[config.mk]
export PLATFORM = sky130hd
export DESIGN_NAME = ldq_node_mem
export DESIGN_NICKNAME = d
export VERILOG_FILES = /design/src/sv/ldq_pkg.sv /design/src/sv/ldq_node_mem.sv
export SDC_FILE = /design/constraint.sdc
export NUM_CORES = 2
export LEC_CHECK = 0
export ABC_AREA = 0
export BUFFER_PORTS_ARGS = -buffer_cell sky130_fd_sc_hd__buf_4
export CAP_MARGIN = 10
export CELL_PAD_IN_SITES_DETAIL_PLACEMENT = 1
export CELL_PAD_IN_SITES_GLOBAL_PLACEMENT = 2
export CORE_UTILIZATION = 51
export CTS_CLUSTER_SIZE = 40
export DETAILED_ROUTE_END_ITERATION = 12
export PLACE_DENSITY_LB_ADDON = 0.1
export SYNTH_ARGS = -nofsm -noshare
export SYNTH_HDL_FRONTEND = slang
export SYNTH_MEMORY_MAX_BITS = 65536
export SYNTH_SLANG_ARGS = --single-unit
[constraint.sdc]
create_clock -name clk_i -period 5 [get_ports clk_i]
set_input_delay 0.5 -clock clk_i [delete_from_list [all_inputs] [get_ports clk_i]]
set_output_delay 0.5 -clock clk_i [all_outputs]
set_load 0.02 [all_outputs]
[src/sv/ldq_pkg.sv]
// ----------------------------------------------------------------------------
// ldq_pkg
// Types and constants shared by the linked deque modules.
// ----------------------------------------------------------------------------
`default_nettype none

package ldq_pkg;

  localparam int unsigned POOL_DEPTH  = 64;
  localparam int unsigned IDX_W       = $clog2(POOL_DEPTH);
  localparam int unsigned LINK_W      = IDX_W + 1;
  localparam int unsigned VALUE_WIDTH = 32;
  localparam int unsigned DATA_W      = 32;
  localparam int unsigned REQ_W       = 4;
  localparam int unsigned CNT_W       = 7;

  // null link
  localparam logic [LINK_W-1:0] NIL = LINK_W'(POOL_DEPTH);

  localparam logic [REQ_W-1:0] REQ_PUSH_FRONT = 4'd0;
  localparam logic [REQ_W-1:0] REQ_PUSH_BACK  = 4'd1;
  localparam logic [REQ_W-1:0] REQ_POP_FRONT  = 4'd2;
  localparam logic [REQ_W-1:0] REQ_POP_BACK   = 4'd3;
  localparam logic [REQ_W-1:0] REQ_PEEK_FRONT = 4'd4;
  localparam logic [REQ_W-1:0] REQ_PEEK_BACK  = 4'd5;
  localparam logic [REQ_W-1:0] REQ_REWIND     = 4'd6;
  localparam logic [REQ_W-1:0] REQ_NEXT       = 4'd7;
  localparam logic [REQ_W-1:0] REQ_GET        = 4'd8;
  localparam logic [REQ_W-1:0] REQ_REMOVE     = 4'd9;

  typedef logic [IDX_W-1:0]  idx_t;
  typedef logic [LINK_W-1:0] link_t;

  typedef struct packed {
    logic signed [VALUE_WIDTH-1:0] den;
    logic signed [VALUE_WIDTH-1:0] num;
  } entry_t;

  typedef struct packed {
    logic   pay_we;
    idx_t   pay_addr;
    entry_t pay_data;
    logic   nxt_we;
    idx_t   nxt_addr;
    link_t  nxt_data;
    logic   prv_we;
    idx_t   prv_addr;
    link_t  prv_data;
  } node_wr_t;

  typedef struct packed {
    entry_t pay;
    link_t  nxt;
    link_t  prv;
  } node_rd_t;

  typedef struct packed {
    logic rd;
    logic take;
    logic give;
    idx_t give_idx;
  } fs_ctrl_t;

  typedef struct packed {
    logic empty;
    idx_t idx;
  } fs_stat_t;

  function automatic logic is_node(link_t l);
    return l < NIL;
  endfunction

endpackage

`default_nettype wire

[src/sv/ldq_node_mem.sv]
// ----------------------------------------------------------------------------
// ldq_node_mem
// Node pool: payload, next and prev link memories, one shared read address.
// ----------------------------------------------------------------------------
`default_nettype none

module ldq_node_mem import ldq_pkg::*; (
  input  logic     clk_i,
  input  logic     rd_en_i,
  input  idx_t     rd_addr_i,
  input  node_wr_t wr_i,
  output node_rd_t rd_o
);

  entry_t   pay_q [POOL_DEPTH];
  link_t    nxt_q [POOL_DEPTH];
  link_t    prv_q [POOL_DEPTH];
  node_rd_t rd_q;

  always_ff @(posedge clk_i) begin
    if (wr_i.pay_we) pay_q[wr_i.pay_addr] <= wr_i.pay_data;
    if (wr_i.nxt_we) nxt_q[wr_i.nxt_addr] <= wr_i.nxt_data;
    if (wr_i.prv_we) prv_q[wr_i.prv_addr] <= wr_i.prv_data;
    if (rd_en_i) begin
      rd_q.pay <= pay_q[rd_addr_i];
      rd_q.nxt <= nxt_q[rd_addr_i];
      rd_q.prv <= prv_q[rd_addr_i];
    end
  end

  assign rd_o = rd_q;

endmodule

`default_nettype wire

==> impl_metrics.env <==
export IMPL_hold_viol=0
export IMPL_worst_pin_slew_ns=1.34
export IMPL_p_per_area_mw_per_mm2=414
export IMPL_final_common_cell="edfxtp_1"
export IMPL_layout_drive_gt1_share_pct=26.9
export IMPL_clock_path_buffers=4
export IMPL_power_switching_mw=19.2
export IMPL_worstRegToRegCells=5
export IMPL_setup_viol=0
export IMPL_seq_area_mm2=0.152
export IMPL_reg2reg_to="rd_o[5]$_DFFE_PP_"
export IMPL_power_leakage_nw=67.7
export IMPL_viasPerCell=6.75
export IMPL_worstPathRequired_ns=5.68
export IMPL_fillCellCount=30400
export IMPL_clock_sinks=5070
export IMPL_multi_input_area_mm2=0.0372
export IMPL_clkSlewWorstSetupHoldPaths_ns=0.06
export IMPL_switching_share_pct=21.2
export IMPL_drtAntennaViolNets=0
export IMPL_cts_root_buf="clkbuf_16"
export IMPL_cts_max_level=6
export IMPL_final_cell_mix="edfxtp_1, mux4_2, clkbuf_16, buf_4, o22ai_1"
export IMPL_cts_tree="done"
export IMPL_fin_worst_skew_ns=0.0310
export IMPL_start_util_pct=51.3
export IMPL_critPathLaunch="rd_addr_i[0]"
export IMPL_syn_cell_area_mm2=0.191
export IMPL_grt_max_degree=102
export IMPL_nets=9015
export IMPL_max_cap_viol_count=0
export IMPL_peakVddDrop_mv=0.351
export IMPL_synthCells=8274
export IMPL_status="finished, final reports clean"
export IMPL_grt_overflow_total=0
export IMPL_r2r_start="prv_q[27][5]$_DFFE_PP_"
export IMPL_wl_um=584000
export IMPL_finalCritPeriodShare_pct=62.5
export IMPL_wl_per_cell_um=40.9
export IMPL_dr_pass1_iters=6
export IMPL_hp_start="wr_i[1]"
export IMPL_coreArea_mm2=0.373
export IMPL_die_y_um=615
export IMPL_postSynthAreaPerCell_um2=23.1
export IMPL_ys_ff_latch=5070
export IMPL_gp_congestion=0.793
export IMPL_critPathKind="in2reg"
export IMPL_pin_count=185
export IMPL_synth_main_ff_cell="edfxtp_1"
export IMPL_cp_start_kind="input port"
export IMPL_die_x_um=615
export IMPL_holdWs_ns=0.0335
export IMPL_vias=96400
export IMPL_synth_nets=8381
export IMPL_hp_class="in2reg"
export IMPL_instances_no_fill=14300
export IMPL_r2r_slack_ns=2.12
export IMPL_drc_errors=0
export IMPL_critical_path_endpoint="rd_o[5]$_DFFE_PP_"
export IMPL_relSlewSlack_pct=10.5
export IMPL_synthArstFlopShare_pct=0
export IMPL_grt_pass1_wl_um=796000
export IMPL_pwr_share_seq_pct=52.4
export IMPL_insertion_delay_ns=1.02
export IMPL_total_power_mw=90.3
export IMPL_arrival_ns=3.80
export IMPL_ys_warn_count=0
export IMPL_fin_tns_setup_ns=0
export IMPL_grt_usage_pct=30.7
export IMPL_io_buffers=184
export IMPL_synth_edf_count=5070
export IMPL_dp_cells=13300
export IMPL_combPwrFrac_pct=4.8
export IMPL_area_growth_pct=14.0
export IMPL_internal_power_mw=71.1
export IMPL_rows=224
export IMPL_ys_types=36
export IMPL_rsz0062_at_grt="no"
export IMPL_die_area_mm2=0.378
export IMPL_ys_seq_area_share_pct=79.6
export IMPL_antenna_found_initial=48
export IMPL_min_period_ns=3.12
export IMPL_cts_setup_buffers=0
export IMPL_place_detailed_hpwl_um=320000
export IMPL_initialDrtViolationCount=12800
export IMPL_grt_pass1_vias=97500
export IMPL_clkPwrFrac_pct=42.8
export IMPL_cp_end_kind="register"
export IMPL_cp_max_fo=87
export IMPL_fmax_mhz=320
export IMPL_cts_buffers=537
export IMPL_final_max_slew_viol_count=0
## registers in the layout, summed over array words and instances, names as in the netlist
register and flops:
rd_o 78, nxt_q 448, pay_q 4096, prv_q 448
## layer usage
metal  share of wire [%]  global-route usage, %  up-vias
li1                    -                      -    37000
met1                  39                   43.0    53300
met2                  49                   50.1     5128
met3                 8.8                   5.49      949
met4                 3.1                   8.67       20
met5               0.022                      0        -
## what timing repair did
item,4_1_cts,5_1_grt
hold buffers,68,0
endpoints found under the hold margin,3692,0
resized for setup,0,0
## cells by family (layout without fill, tap and decap cells)
family | after synthesis | after routing | synth area share [%]
muxes | 1325 | 1325 | 14.7
AOI/OAI and AO/OA | 763 | 763 | 2.82
and+or+nand+nor | 634 | 634 | 1.61
buffers and inverters | 482 | 1507 | 1.32
DFF | 5070 | 5070 | 79.6
other | 0 | 13 | 0
## Yosys cell counts (76+ instances only)
master	count	area, um^2
nor2b_1	108	676
buf_2	159	796
o22ai_1	362	2260
mux2i_1	136	1360
edfxtp_1	5070	152000
o221ai_1	78	683
clkbuf_1	181	679
a211oi_1	127	953
mux4_2	1189	26800
nor2_1	272	1020
buf_4	76	571
## worst min-delay path by stage
stage / slack (ns) / cells past startpoint / to
floorplan: 0.60 / 0 / nxt_q[0][0]$_DFFE_PP_
global placement: 0.87 / 5 / rd_o[60]$_DFFE_PP_
detailed placement: 0.89 / 5 / rd_o[20]$_DFFE_PP_
CTS: 0.005 / 1 / nxt_q[41][6]$_DFFE_PP_
global route: 0.01 / 1 / rd_o[65]$_DFFE_PP_
finish: 0.03 / 1 / prv_q[12][1]$_DFFE_PP_
## cell type report
class                      instances  share of cell area (%)
clock buffer                     679                    6.63
clock inverter                   251                    1.04
tap                             4972                    2.85
antenna                           13                  0.0149
timing repair buffer             577                    2.64
sequential                      5070                    69.8
multi-input combinational       2722                    17.1
## stage by stage
| step | area (um^2) | util (%) | setup slack (ns) |
|---|---|---|---|
| global placement | 201000 | 53.9 | 1.10 |
| finish | 218000 | 58.5 | 1.88 |
| detailed placement | 201000 | 53.9 | 0.929 |
| CTS | 218000 | 58.5 | 2.00 |
| floorplan | 191000 | - | 0.504 |
| global route | 218000 | 58.5 | 1.89 |
## worst max-delay path: stages
cell and delay, ns:
buf_16 0.60, buf_4 0.52, mux4_2 0.56, o221ai_1 0.21
a21oi_1 0.06, a2111oi_0 1.08, a311oi_1 0.21
## power by group through the flow
stage	clock network (mW)	logic [mW]	registers, mW
after floorplan	0	2.19	48.2
after global placement	0	4.17	48.2
after detailed placement	0	4.27	48.3
after CTS	39.1	4.34	47.4
after global routing	40.4	4.52	47.4
final	38.6	4.30	47.4
Power figures use the tool's default switching activity.
