`src/sv/ldq_pkg.sv`:
```
// ----------------------------------------------------------------------------
// ldq_pkg
// Types and constants shared by the linked deque modules.
// ----------------------------------------------------------------------------
`default_nettype none

package ldq_pkg;

  localparam int unsigned POOL_DEPTH  = 64;
  localparam int unsigned IDX_W       = $clog2(POOL_DEPTH);
  localparam int unsigned LINK_W      = IDX_W + 1;
  localparam int unsigned VALUE_WIDTH = 32;
  localparam int unsigned DATA_W      = 32;
  localparam int unsigned REQ_W       = 4;
  localparam int unsigned CNT_W       = 7;

  // null link
  localparam logic [LINK_W-1:0] NIL = LINK_W'(POOL_DEPTH);

  localparam logic [REQ_W-1:0] REQ_PUSH_FRONT = 4'd0;
  localparam logic [REQ_W-1:0] REQ_PUSH_BACK  = 4'd1;
  localparam logic [REQ_W-1:0] REQ_POP_FRONT  = 4'd2;
  localparam logic [REQ_W-1:0] REQ_POP_BACK   = 4'd3;
  localparam logic [REQ_W-1:0] REQ_PEEK_FRONT = 4'd4;
  localparam logic [REQ_W-1:0] REQ_PEEK_BACK  = 4'd5;
  localparam logic [REQ_W-1:0] REQ_REWIND     = 4'd6;
  localparam logic [REQ_W-1:0] REQ_NEXT       = 4'd7;
  localparam logic [REQ_W-1:0] REQ_GET        = 4'd8;
  localparam logic [REQ_W-1:0] REQ_REMOVE     = 4'd9;

  typedef logic [IDX_W-1:0]  idx_t;
  typedef logic [LINK_W-1:0] link_t;

  typedef struct packed {
    logic signed [VALUE_WIDTH-1:0] den;
    logic signed [VALUE_WIDTH-1:0] num;
  } entry_t;

  typedef struct packed {
    logic   pay_we;
    idx_t   pay_addr;
    entry_t pay_data;
    logic   nxt_we;
    idx_t   nxt_addr;
    link_t  nxt_data;
    logic   prv_we;
    idx_t   prv_addr;
    link_t  prv_data;
  } node_wr_t;

  typedef struct packed {
    entry_t pay;
    link_t  nxt;
    link_t  prv;
  } node_rd_t;

  typedef struct packed {
    logic rd;
    logic take;
    logic give;
    idx_t give_idx;
  } fs_ctrl_t;

  typedef struct packed {
    logic empty;
    idx_t idx;
  } fs_stat_t;

  function automatic logic is_node(link_t l);
    return l < NIL;
  endfunction

endpackage

`default_nettype wire

```
`src/sv/ldq_free_stack.sv`:
```
// ----------------------------------------------------------------------------
// ldq_free_stack
// Stack of free node indices in a memory, read at top-1 through a registered read.
// ----------------------------------------------------------------------------
`default_nettype none

module ldq_free_stack import ldq_pkg::*; (
  input  logic     clk_i,
  input  logic     rst_ni,
  input  fs_ctrl_t ctrl_i,
  output fs_stat_t stat_o
);

  idx_t  mem_q [POOL_DEPTH];
  idx_t  rd_data_q;
  link_t rd_pos_q;
  link_t top_q, top_d;
  link_t low_q, low_d;   // lowest top seen; slots below it have never been written
  link_t top_m1;

  assign top_m1 = top_q - LINK_W'(1);

  always_ff @(posedge clk_i) begin
    if (ctrl_i.give) mem_q[top_q[IDX_W-1:0]] <= ctrl_i.give_idx;
    if (ctrl_i.rd) begin
      rd_data_q <= mem_q[top_m1[IDX_W-1:0]];
      rd_pos_q  <= top_m1;
    end
  end

  always_comb begin
    top_d = top_q;
    low_d = low_q;
    if (ctrl_i.take) begin
      top_d = top_m1;
      if (top_m1 < low_q) low_d = top_m1;
    end else if (ctrl_i.give) begin
      top_d = top_q + LINK_W'(1);
    end
  end

  always_ff @(posedge clk_i or negedge rst_ni) begin
    if (!rst_ni) begin
      top_q <= NIL;
      low_q <= NIL;
    end else begin
      top_q <= top_d;
      low_q <= low_d;
    end
  end

  // slots below the low mark are never written; their content is taken as the slot number
  assign stat_o.empty = (top_q == '0);
  assign stat_o.idx   = (rd_pos_q < low_q) ? rd_pos_q[IDX_W-1:0] : rd_data_q;

endmodule

`default_nettype wire

```
`config.mk`:
```
export PLATFORM = sky130hd
export DESIGN_NAME = ldq_free_stack
export DESIGN_NICKNAME = d
export VERILOG_FILES = /design/src/sv/ldq_pkg.sv /design/src/sv/ldq_free_stack.sv
export SDC_FILE = /design/constraint.sdc
export NUM_CORES = 1
export LEC_CHECK = 0
export CAP_MARGIN = 20
export CORE_MARGIN = 4
export CORE_UTILIZATION = 60
export CTS_BUF_LIST = sky130_fd_sc_hd__clkbuf_2 sky130_fd_sc_hd__clkbuf_4 sky130_fd_sc_hd__clkbuf_8
export DETAILED_ROUTE_END_ITERATION = 7
export DONT_BUFFER_PORTS = 1
export PLACE_DENSITY = 0.78
export SLEW_MARGIN = 20
export SYNTH_ARGS = -nofsm -noshare
export SYNTH_HDL_FRONTEND = slang
export SYNTH_SLANG_ARGS = --single-unit
export TNS_END_PERCENT = 1
```
`constraint.sdc`:
```
create_clock -name clk_i -period 6.5 [get_ports clk_i]
set_clock_uncertainty 0.15 [all_clocks]
set_input_delay 0 -clock clk_i [delete_from_list [all_inputs] [get_ports clk_i]]
set_output_delay 0 -clock clk_i [all_outputs]
set_load 0.03 [all_outputs]
```
==> impl_metrics.py <==
metrics = {
    "logic_synthesis": {
        "ys_ff_latch": 411,
        "netlist_instances": 891,
        "ys_types": 46,
        "synth_top_cells_by_area": "edfxtp_1 (71%), mux4_2 (12%), mux4_1 (2.2%)",
        "synth_nets": 916,
        "synth_edf_count": 397,
        "yosys.area.top_type_share": 0.714,
        "postSynthAreaPerCell_sq_um": 18.7,
        "async_flop_share": 0.0341,
        "ys.warnings.count": 0,
        "synth_area_leader_cell": "edfxtp_1",
        "synth_ff_type": "edfxtp_1",
        "seq_area_frac_synth": 0.735,
        "mappedNetlistArea_sq_mm": 0.0167,
    },
    "die": {
        "die_area_sq_mm": 0.0306,
        "fp-row-count": 60,
        "initial_core_util": 0.614,
        "fp.dieW_um": 175,
        "die_h_um": 175,
        "ioPinCount": 18,
        "coreArea_sq_mm": 0.0272,
    },
    "timing": {
        "worst_pin_slew_ps": 947,
        "fin_crit_ps": 4000,
        "clock.fmax_mhz": 250,
        "setup_viol": 0,
        "finalCritPeriodShare": 0.616,
        "fin_tns_setup_ps": 0,
        "hold_violations": 0,
        "grt_setup_unrepaired": "false",
        "max-slew-margin-rel": 0.364,
        "slew_violations": 0,
    },
    "critical_path": {
        "slowest_stage": "ha_4",
        "cp_top_family": "adder cells",
        "critPathLaunchType": "flip-flop",
        "slowest_delay_ps": 760,
        "crit_required_ps": 6830,
        "cp_num_buf_inv": 2,
        "crit_path_cell_trace": "inv_1 > ha_4 > inv_1 > ha_1 > a21boi_0 > o21a_1 > o21ai_0 > a21oi_1 > o21ai_0 > nand3b_2 > mux2_2",
        "worstPathMaxFanout": 48,
        "crit_type": "flip-flop to flip-flop",
        "crit_arrival_ps": 4330,
        "cp-end-kind": "flip-flop",
    },
    "run_status": {
        "outcome": "complete, no violations",
    },
    "routing": {
        "drt_iter0_drc": 1107,
        "dr.pass1.iters": 6,
        "drc": 0,
        "wl_per_cell_um": 25.4,
        "vias": 8428,
        "antenna_left": 0,
        "wirelength_um": 34400,
        "vias_per_cell": 6.22,
    },
    "clock_network": {
        "cts_tree": "yes",
        "clk_path_buf_depth": 3,
        "cts.sinks": 411,
        "clk-insertion-delay-late_ps": 610,
        "cts.clk_slew.worst_paths_ps": 60,
        "numCtsBuffers": 61,
        "htree_levels": 2,
        "clockRootBuffer": "clkbuf_8",
    },
    "power_and_ir_drop": {
        "vdd_ir_drop_max_mv": 0.374,
        "power_mw": 8.71,
        "power_leakage_nw": 6.04,
        "p_per_area_mw_per_mm2": 472,
    },
    "final_layout": {
        "area_growth_pct": 10.6,
        "post_route_cells_drive_above_1_share": 0.226,
        "nNetsFinal": 963,
        "antennaDiodeCount": 0,
    },
    "job": {
        "max_cap_viol_count": 0,
    },
    "place": {
        "port_buffers": 0,
        "dp_hpwl_um": 20800,
        "gp_congestion": 0.888,
    },
    "global_routing": {
        "grt.overflow.total": 0,
        "grt_first_pass_wirelength_um": 53700,
        "track_usage": 0.234,
        "antenna_found_initial": 0,
        "grt_pass1_vias": 8698,
        "grt_max_degree": 65,
    },
    "min_path": {
        "holdCritPathClass": "primary input to flip-flop",
    },
}
[path summary, 6_finish.rpt]
path / startpoint / to / cells past startpoint / slack [ps]
max: top_q[0] / low_q[0] / 11 / 2500
min: ctrl_i[6] / top_q[5] / 4 / 140
max reg2reg: top_q[0] / low_q[0] / 11 / 2500
min reg2reg: low_q[1] / low_q[1] / 2 / 400
max in group asynchronous: rst_ni / top_q[0] / 2 / 5340
min in group asynchronous: rst_ni / low_q[3] / 2 / 300
[power by group]
group | switching (mW) | internal, mW
sequential | 0.140 | 3.12
combinational | 2.04 | 1.39
clock | 0.941 | 1.07
[synthesized netlist by cell type (2+ instances only)]
master    count
a21o_1        7
a21oi_1      15
a31oi_1       3
buf_1         9
buf_2        11
buf_4         7
buf_6         4
clkbuf_1     11
dfrtp_1      12
dfstp_2       2
edfxtp_1    397
ha_1         14
inv_1        13
mux2_2        9
mux2i_1       5
mux4_1       14
mux4_2       88
nand2_1      90
nand2b_1      3
nand3_1      45
nand4_1      10
nor2_1       72
nor2b_1       2
nor3_1        3
o211ai_1      6
o21ai_0      10
or3_1         3
xnor2_1       6
xnor2_2       2
xor2_1        2
[timing repair]
action / 4_1_cts / 5_1_grt
hold endpoints to repair: 473 / 0
hold buffers: 18 / 0
setup buffers: 0 / 0
gates resized for setup: 0 / 0
[registers in the layout, summed over array words and instances (netlist names)]
name	count
rd_pos_q	7
rd_data_q	6
low_q	7
mem_q	384
top_q	7
[cell type report]
type / instances / area [sq um]
Clock buffer: 77 / 985
Clock inverter: 31 / 204
Sequential cell: 411 / 12300
Multi-Input combinational cell: 420 / 4120
Fill cell: 1753 / 8710
Tap cell: 372 / 465
Inverter: 16 / 62.6
Timing Repair Buffer: 28 / 360
[tightest hold or removal path, stage by stage]
cell and delay (ps):
nand4_1 500, nor3_1 90, a31oi_1 180, xnor2_1 80
[logic make-up after synthesis]
group	share of synthesized area
flops	0.735
simple gates	0.0604
mux	0.150
buf+inv	0.0195
compound gates	0.0168
fa+ha+maj	0.0105
xor+xnor	0.00779
[metal layers]
layer / up-vias / part of all wire / GRT usage
met2: 407 / 0.48 / 0.363
li1: 3656 / - / -
met4: 0 / 0.022 / 0.0655
met3: 66 / 0.092 / 0.0502
met5: - / 0 / 0
met1: 4299 / 0.40 / 0.345
[per-stage QoR]
stage | std cells | util | hold WS (ps) | setup WS [ps] | cell area, sq um
floorplan | 891 | - | -446 | 2620 | 16700
global placement | 1227 | 0.625 | -445 | 2450 | 17000
detailed placement | 1229 | 0.625 | -445 | 2450 | 17000
CTS | 1355 | 0.680 | 49.5 | 2430 | 18500
global route | 1355 | 0.680 | 103 | 2280 | 18500
finish | 1355 | 0.680 | 145 | 2500 | 18500
[layout by cell type (no fill, tap or decap), types with 6 or more instances in the layout]
cell type / count
clkinv_2: 13
edfxtp_1: 397
dfrtp_1: 11
nand2_1: 90
inv_1: 13
buf_16: 6
nand3_1: 45
a21o_1: 7
dlygate4sd3_1: 12
o21ai_0: 10
mux4_2: 88
ha_1: 13
nor2_1: 72
o211ai_1: 6
mux2_2: 9
mux4_1: 14
nand4_1: 10
clkinv_1: 13
clkbuf_4: 12
buf_4: 8
clkbuf_8: 65
a21oi_1: 15
(Power assumes the default switching activity.)
